File: src/rtl/core/cst_pkg.sv
// ----------------------------------------------------------------------------
// cst_pkg
// Shared types, codes and sizes for the client session table.
// ----------------------------------------------------------------------------
package cst_pkg;

    localparam int SLOTS  = 4;
    localparam int IDX_W  = (SLOTS > 1) ? $clog2(SLOTS) : 1;
    localparam int CNT_W  = $clog2(SLOTS + 1);

    localparam int ADDR_W = 32;
    localparam int PORT_W = 16;
    localparam int TIME_W = 32;
    localparam int TMO_W  = 8;
    localparam int LIM_W  = 3;
    localparam int CMD_W  = 2;
    localparam int OIDX_W = 2;

    localparam logic [CMD_W-1:0] CMD_AUTH    = 2'd0;
    localparam logic [CMD_W-1:0] CMD_SERVICE = 2'd1;

    typedef enum logic [2:0] {
        SS_FREE    = 3'd0,
        SS_AUTH    = 3'd1,
        SS_OPEN    = 3'd2,
        SS_TIMEOUT = 3'd3,
        SS_FAILED  = 3'd4
    } slot_state_t;

    typedef enum logic [2:0] {
        STS_OK          = 3'd0,
        STS_FULL        = 3'd1,
        STS_INVALID     = 3'd2,
        STS_NOT_AUTH    = 3'd3,
        STS_UNSUPPORTED = 3'd4
    } status_t;

    typedef enum logic [1:0] {
        REG_ACTIVE_LIMIT    = 2'd0,
        REG_AUTH_TIMEOUT    = 2'd1,
        REG_IDLE_TIMEOUT    = 2'd2,
        REG_RECYCLE_TIMEOUT = 2'd3
    } cfg_reg_t;

    typedef enum logic [1:0] {
        FSM_IDLE  = 2'd0,
        FSM_SWEEP = 2'd1,
        FSM_APPLY = 2'd2
    } fsm_state_t;

    typedef struct packed {
        logic load_req;
        logic sweep_step;
        logic apply;
    } dp_cmd_t;

    typedef struct packed {
        logic limit_zero;
        logic sweep_last;
        logic out_free;
    } dp_status_t;

endpackage

File: src/rtl/core/cst_ctrl.sv
// ----------------------------------------------------------------------------
// cst_ctrl
// Request sequencer: accept, sweep the active slots, apply the transition.
// ----------------------------------------------------------------------------
module cst_ctrl
    import cst_pkg::*;
(
    input  logic       aclk,
    input  logic       aresetn,
    input  logic       s_tvalid,
    output logic       s_tready,
    output dp_cmd_t    cmd,
    input  dp_status_t sts
);

    fsm_state_t state_reg;
    fsm_state_t state_next;

    always_ff @(posedge aclk) begin
        if (!aresetn) begin
            state_reg <= FSM_IDLE;
        end else begin
            state_reg <= state_next;
        end
    end

    always_comb begin
        state_next = state_reg;
        case (state_reg)
            FSM_IDLE: begin
                if (s_tvalid) begin
                    state_next = sts.limit_zero ? FSM_APPLY : FSM_SWEEP;
                end
            end
            FSM_SWEEP: begin
                if (sts.sweep_last) begin
                    state_next = FSM_APPLY;
                end
            end
            FSM_APPLY: begin
                // wait for the output register to drain
                if (sts.out_free) begin
                    state_next = FSM_IDLE;
                end
            end
            default: begin
                state_next = FSM_IDLE;
            end
        endcase
    end

    always_comb begin
        s_tready       = 1'b0;
        cmd.load_req   = 1'b0;
        cmd.sweep_step = 1'b0;
        cmd.apply      = 1'b0;
        case (state_reg)
            FSM_IDLE: begin
                s_tready     = 1'b1;
                cmd.load_req = s_tvalid;
            end
            FSM_SWEEP: begin
                cmd.sweep_step = 1'b1;
            end
            FSM_APPLY: begin
                cmd.apply = sts.out_free;
            end
            default: begin
                s_tready = 1'b0;
            end
        endcase
    end

`ifndef SYNTHESIS
    a_accept_leaves_idle: assert property (@(posedge aclk) disable iff (!aresetn)
        (s_tvalid && s_tready) |=> (state_reg != FSM_IDLE))
        else $error("accepted transfer did not start processing");

    a_apply_needs_room: assert property (@(posedge aclk) disable iff (!aresetn)
        cmd.apply |-> sts.out_free)
        else $error("apply issued while output register is occupied");

    a_sweep_nonzero: assert property (@(posedge aclk) disable iff (!aresetn)
        (state_reg == FSM_SWEEP) |-> !sts.limit_zero)
        else $error("sweep running with zero active slots");

    a_one_command: assert property (@(posedge aclk) disable iff (!aresetn)
        $onehot0({cmd.load_req, cmd.sweep_step, cmd.apply}))
        else $error("more than one datapath command at once");
`endif

endmodule

File: src/rtl/core/cst_datapath.sv
// ----------------------------------------------------------------------------
// cst_datapath
// Slot table, config registers, aging/match sweep and result register.
// ----------------------------------------------------------------------------
module cst_datapath
    import cst_pkg::*;
(
    input  logic              aclk,
    input  logic              aresetn,
    input  dp_cmd_t           cmd,
    output dp_status_t        sts,
    input  logic [ADDR_W-1:0] in_addr,
    input  logic [PORT_W-1:0] in_port,
    input  logic [TIME_W-1:0] in_now,
    input  logic [CMD_W-1:0]  in_cmd,
    input  logic              in_ok,
    input  logic              in_self,
    input  logic              cfg_we,
    input  cfg_reg_t          cfg_sel,
    input  logic [TMO_W-1:0]  cfg_wdata,
    output logic              m_tvalid,
    input  logic              m_tready,
    output status_t           out_status,
    output logic [OIDX_W-1:0] out_slot,
    output slot_state_t       out_state
);

    // configuration
    logic [LIM_W-1:0] lim_reg;
    logic [TMO_W-1:0] auth_tmo_reg;
    logic [TMO_W-1:0] idle_tmo_reg;
    logic [TMO_W-1:0] recycle_tmo_reg;

    // slot table
    slot_state_t       state_reg [SLOTS];
    logic [ADDR_W-1:0] addr_reg  [SLOTS];
    logic [PORT_W-1:0] port_reg  [SLOTS];
    logic [TIME_W-1:0] last_reg  [SLOTS];

    // request
    logic [ADDR_W-1:0] req_addr_reg;
    logic [PORT_W-1:0] req_port_reg;
    logic [TIME_W-1:0] req_now_reg;
    logic [CMD_W-1:0]  req_cmd_reg;
    logic              req_ok_reg;
    logic              req_self_reg;

    // sweep
    logic [CNT_W-1:0] idx_reg;
    logic             emp_v_reg;
    logic [IDX_W-1:0] emp_idx_reg;
    logic             tgt_v_reg;
    logic [IDX_W-1:0] tgt_idx_reg;

    // result
    logic              m_valid_reg;
    status_t           res_status_reg;
    logic [OIDX_W-1:0] res_slot_reg;
    slot_state_t       res_state_reg;

    logic [CNT_W-1:0]  limit_eff;
    logic              use_target;
    logic              claim_v;
    logic [IDX_W-1:0]  claim_idx;
    logic [IDX_W-1:0]  slot_sel;
    logic              found;
    logic [IDX_W-1:0]  rd_idx;
    slot_state_t       st_cur;
    logic [TIME_W-1:0] elapsed;
    logic [TMO_W-1:0]  tmo;
    logic              expired;
    slot_state_t       aged;
    logic              active;
    logic              match;
    slot_state_t       st0;
    slot_state_t       st_new;
    status_t           status_new;

    assign limit_eff = (32'(lim_reg) > 32'(SLOTS)) ? CNT_W'(SLOTS) : CNT_W'(lim_reg);

    // an auth request that matches restarts its slot as a claim
    assign use_target = tgt_v_reg && (req_cmd_reg != CMD_AUTH);
    assign claim_v    = !use_target && (tgt_v_reg || emp_v_reg);
    assign claim_idx  = tgt_v_reg ? tgt_idx_reg : emp_idx_reg;
    assign slot_sel   = use_target ? tgt_idx_reg : claim_idx;
    assign found      = use_target || claim_v;

    assign rd_idx  = cmd.sweep_step ? idx_reg[IDX_W-1:0] : slot_sel;
    assign st_cur  = state_reg[rd_idx];
    assign elapsed = req_now_reg - last_reg[rd_idx];

    always_comb begin
        case (st_cur)
            SS_AUTH: tmo = auth_tmo_reg;
            SS_OPEN: tmo = idle_tmo_reg;
            default: tmo = recycle_tmo_reg;
        endcase
    end

    assign expired = elapsed > TIME_W'(tmo);
    assign match   = (addr_reg[rd_idx] == req_addr_reg) && (port_reg[rd_idx] == req_port_reg);

    always_comb begin
        aged   = st_cur;
        active = 1'b1;
        if (st_cur == SS_FREE) begin
            active = 1'b0;
        end else if (expired) begin
            if (st_cur == SS_TIMEOUT) begin
                aged   = SS_FREE;
                active = 1'b0;
            end else begin
                aged = SS_TIMEOUT;
            end
        end
    end

    // transition for the chosen slot
    assign st0 = use_target ? st_cur : SS_FREE;

    always_comb begin
        st_new     = st0;
        status_new = STS_OK;
        if (!req_ok_reg) begin
            st_new     = SS_FAILED;
            status_new = STS_INVALID;
        end else if (req_cmd_reg != CMD_AUTH) begin
            if (st0 == SS_AUTH) begin
                st_new = SS_OPEN;
            end else if (st0 != SS_OPEN) begin
                st_new     = SS_FAILED;
                status_new = STS_NOT_AUTH;
            end
            if (status_new == STS_OK && req_cmd_reg != CMD_SERVICE) begin
                st_new     = SS_FAILED;
                status_new = STS_UNSUPPORTED;
            end
        end else if (!(req_self_reg && st0 == SS_FREE)) begin
            st_new     = SS_FAILED;
            status_new = STS_UNSUPPORTED;
        end else begin
            st_new = SS_AUTH;
        end
    end

    always_ff @(posedge aclk) begin
        if (!aresetn) begin
            lim_reg         <= LIM_W'(4);
            auth_tmo_reg    <= TMO_W'(5);
            idle_tmo_reg    <= TMO_W'(120);
            recycle_tmo_reg <= TMO_W'(30);
        end else if (cfg_we) begin
            case (cfg_sel)
                REG_ACTIVE_LIMIT:    lim_reg         <= cfg_wdata[LIM_W-1:0];
                REG_AUTH_TIMEOUT:    auth_tmo_reg    <= cfg_wdata;
                REG_IDLE_TIMEOUT:    idle_tmo_reg    <= cfg_wdata;
                REG_RECYCLE_TIMEOUT: recycle_tmo_reg <= cfg_wdata;
                default:             lim_reg         <= lim_reg;
            endcase
        end
    end

    always_ff @(posedge aclk) begin
        if (!aresetn) begin
            for (int i = 0; i < SLOTS; i++) begin
                state_reg[i] <= SS_FREE;
            end
        end else if (cmd.sweep_step) begin
            state_reg[rd_idx] <= aged;
        end else if (cmd.apply && found) begin
            state_reg[rd_idx] <= st_new;
        end
    end

    always_ff @(posedge aclk) begin
        if (cmd.apply && found) begin
            last_reg[rd_idx] <= req_now_reg;
            if (claim_v) begin
                addr_reg[rd_idx] <= req_addr_reg;
                port_reg[rd_idx] <= req_port_reg;
            end
        end
    end

    always_ff @(posedge aclk) begin
        if (cmd.load_req) begin
            req_addr_reg <= in_addr;
            req_port_reg <= in_port;
            req_now_reg  <= in_now;
            req_cmd_reg  <= in_cmd;
            req_ok_reg   <= in_ok;
            req_self_reg <= in_self;
        end
    end

    always_ff @(posedge aclk) begin
        if (!aresetn) begin
            idx_reg   <= '0;
            emp_v_reg <= 1'b0;
            tgt_v_reg <= 1'b0;
        end else if (cmd.load_req) begin
            idx_reg   <= '0;
            emp_v_reg <= 1'b0;
            tgt_v_reg <= 1'b0;
        end else if (cmd.sweep_step) begin
            idx_reg <= idx_reg + CNT_W'(1);
            if (!active && !emp_v_reg) begin
                emp_v_reg <= 1'b1;
            end
            // highest matching index wins
            if (active && match) begin
                tgt_v_reg <= 1'b1;
            end
        end
    end

    always_ff @(posedge aclk) begin
        if (cmd.sweep_step) begin
            if (!active && !emp_v_reg) begin
                emp_idx_reg <= rd_idx;
            end
            if (active && match) begin
                tgt_idx_reg <= rd_idx;
            end
        end
    end

    always_ff @(posedge aclk) begin
        if (!aresetn) begin
            m_valid_reg <= 1'b0;
        end else if (cmd.apply) begin
            m_valid_reg <= 1'b1;
        end else if (m_tready) begin
            m_valid_reg <= 1'b0;
        end
    end

    always_ff @(posedge aclk) begin
        if (cmd.apply) begin
            if (found) begin
                res_status_reg <= status_new;
                res_slot_reg   <= OIDX_W'(rd_idx);
                res_state_reg  <= st_new;
            end else begin
                res_status_reg <= STS_FULL;
                res_slot_reg   <= '0;
                res_state_reg  <= SS_FREE;
            end
        end
    end

    assign sts.limit_zero = (limit_eff == '0);
    assign sts.sweep_last = (idx_reg == limit_eff - CNT_W'(1));
    assign sts.out_free   = !m_valid_reg || m_tready;

    assign m_tvalid   = m_valid_reg;
    assign out_status = res_status_reg;
    assign out_slot   = res_slot_reg;
    assign out_state  = res_state_reg;

`ifndef SYNTHESIS
    a_apply_gives_result: assert property (@(posedge aclk) disable iff (!aresetn)
        cmd.apply |=> m_valid_reg)
        else $error("apply did not produce a result");

    a_full_result_zero: assert property (@(posedge aclk) disable iff (!aresetn)
        (m_valid_reg && res_status_reg == STS_FULL) |->
            (res_slot_reg == '0 && res_state_reg == SS_FREE))
        else $error("slots-full result carries slot or state");

    a_sweep_in_range: assert property (@(posedge aclk) disable iff (!aresetn)
        cmd.sweep_step |-> (idx_reg < limit_eff))
        else $error("sweep index beyond active slot limit");
`endif

endmodule

File: src/rtl/core/client_session_table_unit.sv
// ----------------------------------------------------------------------------
// client_session_table_unit
// Session slot table for control requests keyed by remote address and port.
// ----------------------------------------------------------------------------
// One request is processed at a time. After the input transfer, the unit
// sweeps min(active_slot_limit, SLOTS) slots, one per cycle through the
// table's single read/write port, aging each slot and looking for a match or
// a free slot; the apply state then applies the transition and loads the
// result register, waiting until the previous result transfers if the
// result register is still occupied. The next request is taken while the
// previous result still waits on the output. Config writes are always
// ready and must only be issued while no request is in flight.
module client_session_table_unit
    import cst_pkg::*;
(
    input  logic        aclk,
    input  logic        aresetn,
    // request channel
    input  logic        s_tvalid,
    output logic        s_tready,
    input  logic [79:0] s_tdata,   // remote_addr[31:0], udp_port[47:32], now_seconds[79:48]
    input  logic [3:0]  s_tuser,   // command[1:0], checks_ok[2], service_is_self[3]
    // result channel
    output logic        m_tvalid,
    input  logic        m_tready,
    output logic [7:0]  m_tdata,   // status[2:0], slot_index[4:3], slot_state_after[7:5]
    // configuration write channel
    input  logic        cfg_valid,
    output logic        cfg_ready,
    input  logic [1:0]  cfg_index,
    input  logic [7:0]  cfg_data
);

    dp_cmd_t           cmd;
    dp_status_t        sts;
    status_t           out_status;
    logic [OIDX_W-1:0] out_slot;
    slot_state_t       out_state;

    assign cfg_ready = 1'b1;

    cst_ctrl u_ctrl (
        .aclk     (aclk),
        .aresetn  (aresetn),
        .s_tvalid (s_tvalid),
        .s_tready (s_tready),
        .cmd      (cmd),
        .sts      (sts)
    );

    cst_datapath u_dp (
        .aclk       (aclk),
        .aresetn    (aresetn),
        .cmd        (cmd),
        .sts        (sts),
        .in_addr    (s_tdata[31:0]),
        .in_port    (s_tdata[47:32]),
        .in_now     (s_tdata[79:48]),
        .in_cmd     (s_tuser[1:0]),
        .in_ok      (s_tuser[2]),
        .in_self    (s_tuser[3]),
        .cfg_we     (cfg_valid && cfg_ready),
        .cfg_sel    (cfg_reg_t'(cfg_index)),
        .cfg_wdata  (cfg_data),
        .m_tvalid   (m_tvalid),
        .m_tready   (m_tready),
        .out_status (out_status),
        .out_slot   (out_slot),
        .out_state  (out_state)
    );

    assign m_tdata = {out_state, out_slot, out_status};

endmodule

File: config.mk
export PLATFORM = sky130hd
export DESIGN_NAME = client_session_table_unit
export DESIGN_NICKNAME = d
export VERILOG_FILES = /design/src/rtl/core/cst_pkg.sv /design/src/rtl/core/cst_ctrl.sv /design/src/rtl/core/cst_datapath.sv /design/src/rtl/core/client_session_table_unit.sv
export SDC_FILE = /design/constraint.sdc
export NUM_CORES = 1
export LEC_CHECK = 0
export BUFFER_PORTS_ARGS = -buffer_cell sky130_fd_sc_hd__buf_2
export CAP_MARGIN = 20
export CORE_ASPECT_RATIO = 1.4
export CORE_MARGIN = 5
export CORE_UTILIZATION = 60
export CTS_BUF_LIST = sky130_fd_sc_hd__clkbuf_8
export DETAILED_ROUTE_END_ITERATION = 10
export PLACE_DENSITY = 0.77
export SLEW_MARGIN = 40
export SYNTH_ARGS = -nofsm -noshare
export SYNTH_HDL_FRONTEND = slang
export SYNTH_SLANG_ARGS = --single-unit
File: constraint.sdc
create_clock -name aclk -period 8.3 [get_ports aclk]
set_input_delay 0 -clock aclk [delete_from_list [all_inputs] [get_ports aclk]]
set_output_delay 0 -clock aclk [all_outputs]
set_load 0.03 [all_outputs]
==> metrics.yaml <==
min_path:
  hold_depth: 2
  hold_class: "in -> reg"
cts:
  clk_transition_reported_paths_ns: 0.06
  ctsRootBufferMaster: "clkbuf_8"
  cts_sinks: 463
  tritoncts: "built"
  cts_max_path_buffers: 3
  clk-insertion-delay-late_ns: 0.63
  cts_buffers: 71
  ctsResizeCount: 0
  htree_levels: 3
logic_synthesis:
  muxShareOfSynthArea: 0.0764
  synth_fa_ha_area_frac: 0.0262
  netlist-cell-type-count: 76
  synth_area_per_cell_sq_um: 13.5
  ys_warn_count: 0
  synth_compound_area_frac: 0.0908
  synth_seq_area_share: 0.652
  synth_seq_cells: 463
  synth-simple-area-share: 0.104
  synth_xor_area_frac: 0.0257
  synth_edf_count: 428
  synth_top_flop_cell: "edfxtp_1"
  syn_area_sq_mm: 0.0208
  syn_nets: 1683
  async_flop_share: 0
  synthCells: 1541
  synth_top_family_by_area: "simple AND/OR/NAND/NOR gates"
sta:
  fmax_mhz: 144
  fin_skew_ns: 0.0310
  setup-tns-final_ns: 0
  grt_setup_unrepaired: "no"
  fin_crit_ns: 6.93
  drv_slew: 0
  setup_ws_ns: 1.37
  setup_viol: 0
  hold_violations: 0
  relSlewSlack: 0.480
  period_share: 0.835
  tightest_slew_ns: 0.780
detailed_routing:
  wl_per_cell_microns: 20.7
  drtIter0Drc: 937
  wirelength_mm: 47.4
  first_pass_iters: 5
  via_count: 13700
  routed_via_density: 5.97
  drt_drc_violations_left: 0
  postRouteAntennaNets: 0
global_route:
  gr-total-overflow: 0
  grt_pass1_vias: 14500
  grt_first_pass_wirelength_mm: 75.0
  grt_max_degree: 69
  grt_antenna_before_repair: 0
  grt.total_usage: 0.245
finish:
  fillers: 2248
  fin_util: 0.712
  layout.nets: 1931
  finish.instance_area_sq_mm: 0.0243
  syn2layout_area_growth_pct: 16.8
  drive_gt1_frac: 0.157
  antenna_cells: 0
die:
  die_y_microns: 230
  io_pins: 110
  core_sq_mm: 0.0341
  rows: 80
  start_util: 0.609
  die_area_sq_mm: 0.0385
  die_w_microns: 167
place:
  place_ws_ns: 1.37
  dp_hpwl_mm: 29.2
  dpl_cell_area_sq_mm: 0.0218
  gp_congestion: 0.916
  portBuffers: 108
setup_path:
  r2r_cells: 24
  required_ns: 8.64
  crit_path_end_kind: "flip-flop"
  criticalPathCategory: "reg -> reg"
  critPathLaunch: "u_ctrl.state_reg[1]"
  cp-start-kind: "flip-flop"
  crit_path_max_fanout: 28
  cp.arrival_ns: 7.27
  rrSetupSlack_ns: 1.37
  cp-endpoint: "u_dp.emp_idx_reg[1]"
  reg2reg_from: "u_ctrl.state_reg[1]"
  r2r-end: "u_dp.emp_idx_reg[1]"
flow_run:
  maxCapViolations: 0
status:
  status: "complete, no violations"
pwr:
  powerDensity_mw_per_mm2: 230
  ir_drop_uv: 205
  power_leakage_uw: 0.00886
==> worst min-delay path by stage <==
stage | slack (ns) | to | startpoint
after detailed placement | 0.18 | u_dp.req_addr_reg[15] | s_tdata[15]
after CTS | 0.05 | u_dp.req_addr_reg[19] | s_tdata[19]
final | 0.07 | u_dp.req_addr_reg[15] | s_tdata[15]
after global routing | 0.07 | u_dp.req_addr_reg[15] | s_tdata[15]
after floorplan | 0.1 | u_dp.req_addr_reg[0] | s_tdata[0]
after global placement | 0.18 | u_dp.req_addr_reg[23] | s_tdata[23]
==> metal layers <==
metal,vias up,global-route usage,part of all wire
li1,6359,-,-
met1,6789,0.277,0.37
met2,423,0.452,0.54
met3,135,0.0351,0.044
met4,0,0.119,0.045
met5,-,0,0
==> cell families (layout without fill, tap and decap cells) <==
kind of cell / after synthesis / after routing
AOI/OAI and AO/OA: 283 / 283
xor gates and xnor gates: 61 / 61
adders and majority gates: 43 / 43
buffers and inverters: 118 / 420
DFF: 463 / 463
muxes: 115 / 115
other: 1 / 1
and+or+nand+nor: 457 / 457
==> placed cells by master (no fill, tap or decap), types with 9 or more instances in the layout <==
cell type / n
buf_2: 108
xor2_1: 22
a31o_2: 9
mux2i_1: 74
nand4_1: 21
nor4_1: 14
a21oi_1: 72
clkbuf_8: 72
clkinv_1: 19
o21a_1: 11
dfxtp_1: 34
xnor2_1: 39
buf_4: 15
a21o_1: 10
o21ai_0: 50
a21boi_0: 17
o22ai_1: 11
edfxtp_1: 428
ha_1: 42
a31oi_1: 20
clkinv_2: 10
mux4_2: 33
dlygate4sd3_1: 115
nor3_1: 21
nand2_1: 210
nand3_1: 35
nand2b_1: 15
and3_1: 19
nor2_1: 56
nor2b_1: 21
inv_1: 68
==> through the flow <==
stage / hold WS (ns) / cells / power [uW]
finish: 0.0742 / 2294 / 5580
global route: 0.0664 / 2294 / 5830
CTS: 0.0466 / 2294 / 5610
detailed placement: 0.178 / 2052 / 3710
global placement: 0.176 / 2052 / 3680
floorplan: 0.0989 / 1541 / 3450
==> worst max-delay path: stages, from the launching register on <==
cell	delay (ns)
dfxtp_1	0.44
nand2b_1	0.54
mux2i_4	0.35
clkinv_2	0.44
buf_4	0.41
nand2_1	0.10
a21oi_1	0.07
nor2_1	0.20
inv_1	0.10
fa_1	0.46
nand2b_1	0.19
a21oi_1	0.30
nor2_1	0.15
xnor2_1	0.25
ha_1	0.29
nand2_1	0.07
o21ai_0	0.08
o22ai_1	0.18
nand4_1	0.13
a2111oi_0	0.42
o2111ai_1	0.17
nor4_1	0.53
nand4_1	0.31
nand2_1	0.34
nor3_1	0.13
==> repair_timing <==
action | 4_1_cts | 5_1_grt
buffers inserted | 0 | 0
hold buffers | 115 | 0
hold endpoints to repair | 131 | 0
==> layout make-up <==
class | instances | area [sq um] | area share
clock buffer | 72 | 991 | 0.0408
clock inverter | 55 | 392 | 0.0161
inverter | 53 | 205 | 0.00844
multi-input combinational | 960 | 6770 | 0.278
timing repair buffer | 240 | 1830 | 0.0752
sequential | 463 | 13600 | 0.558
tap | 451 | 564 | 0.0232
==> synth_stat cells, types with 21 or more instances <==
cell      instances  share of area
nand4_1          21         0.0063
nor3_1           24         0.0058
dfxtp_1          35          0.034
nor2b_1          21         0.0063
edfxtp_1        428           0.62
o21ai_0          50          0.012
clkbuf_1         34         0.0061
nor2_1           59          0.011
a21oi_1          72          0.017
xnor2_1          39          0.016
xor2_1           22         0.0093
nand3_1          35         0.0084
inv_1            52         0.0094
nand2_1         210          0.038
mux2i_1          75          0.036
mux4_2           33          0.036
ha_1             42          0.025
==> power breakdown <==
group          switching [uW]  internal (uW)
combinational             574            409
sequential               86.6           2640
clock                     873            999
total                    1530           4050
(Power assumes the default switching activity.)
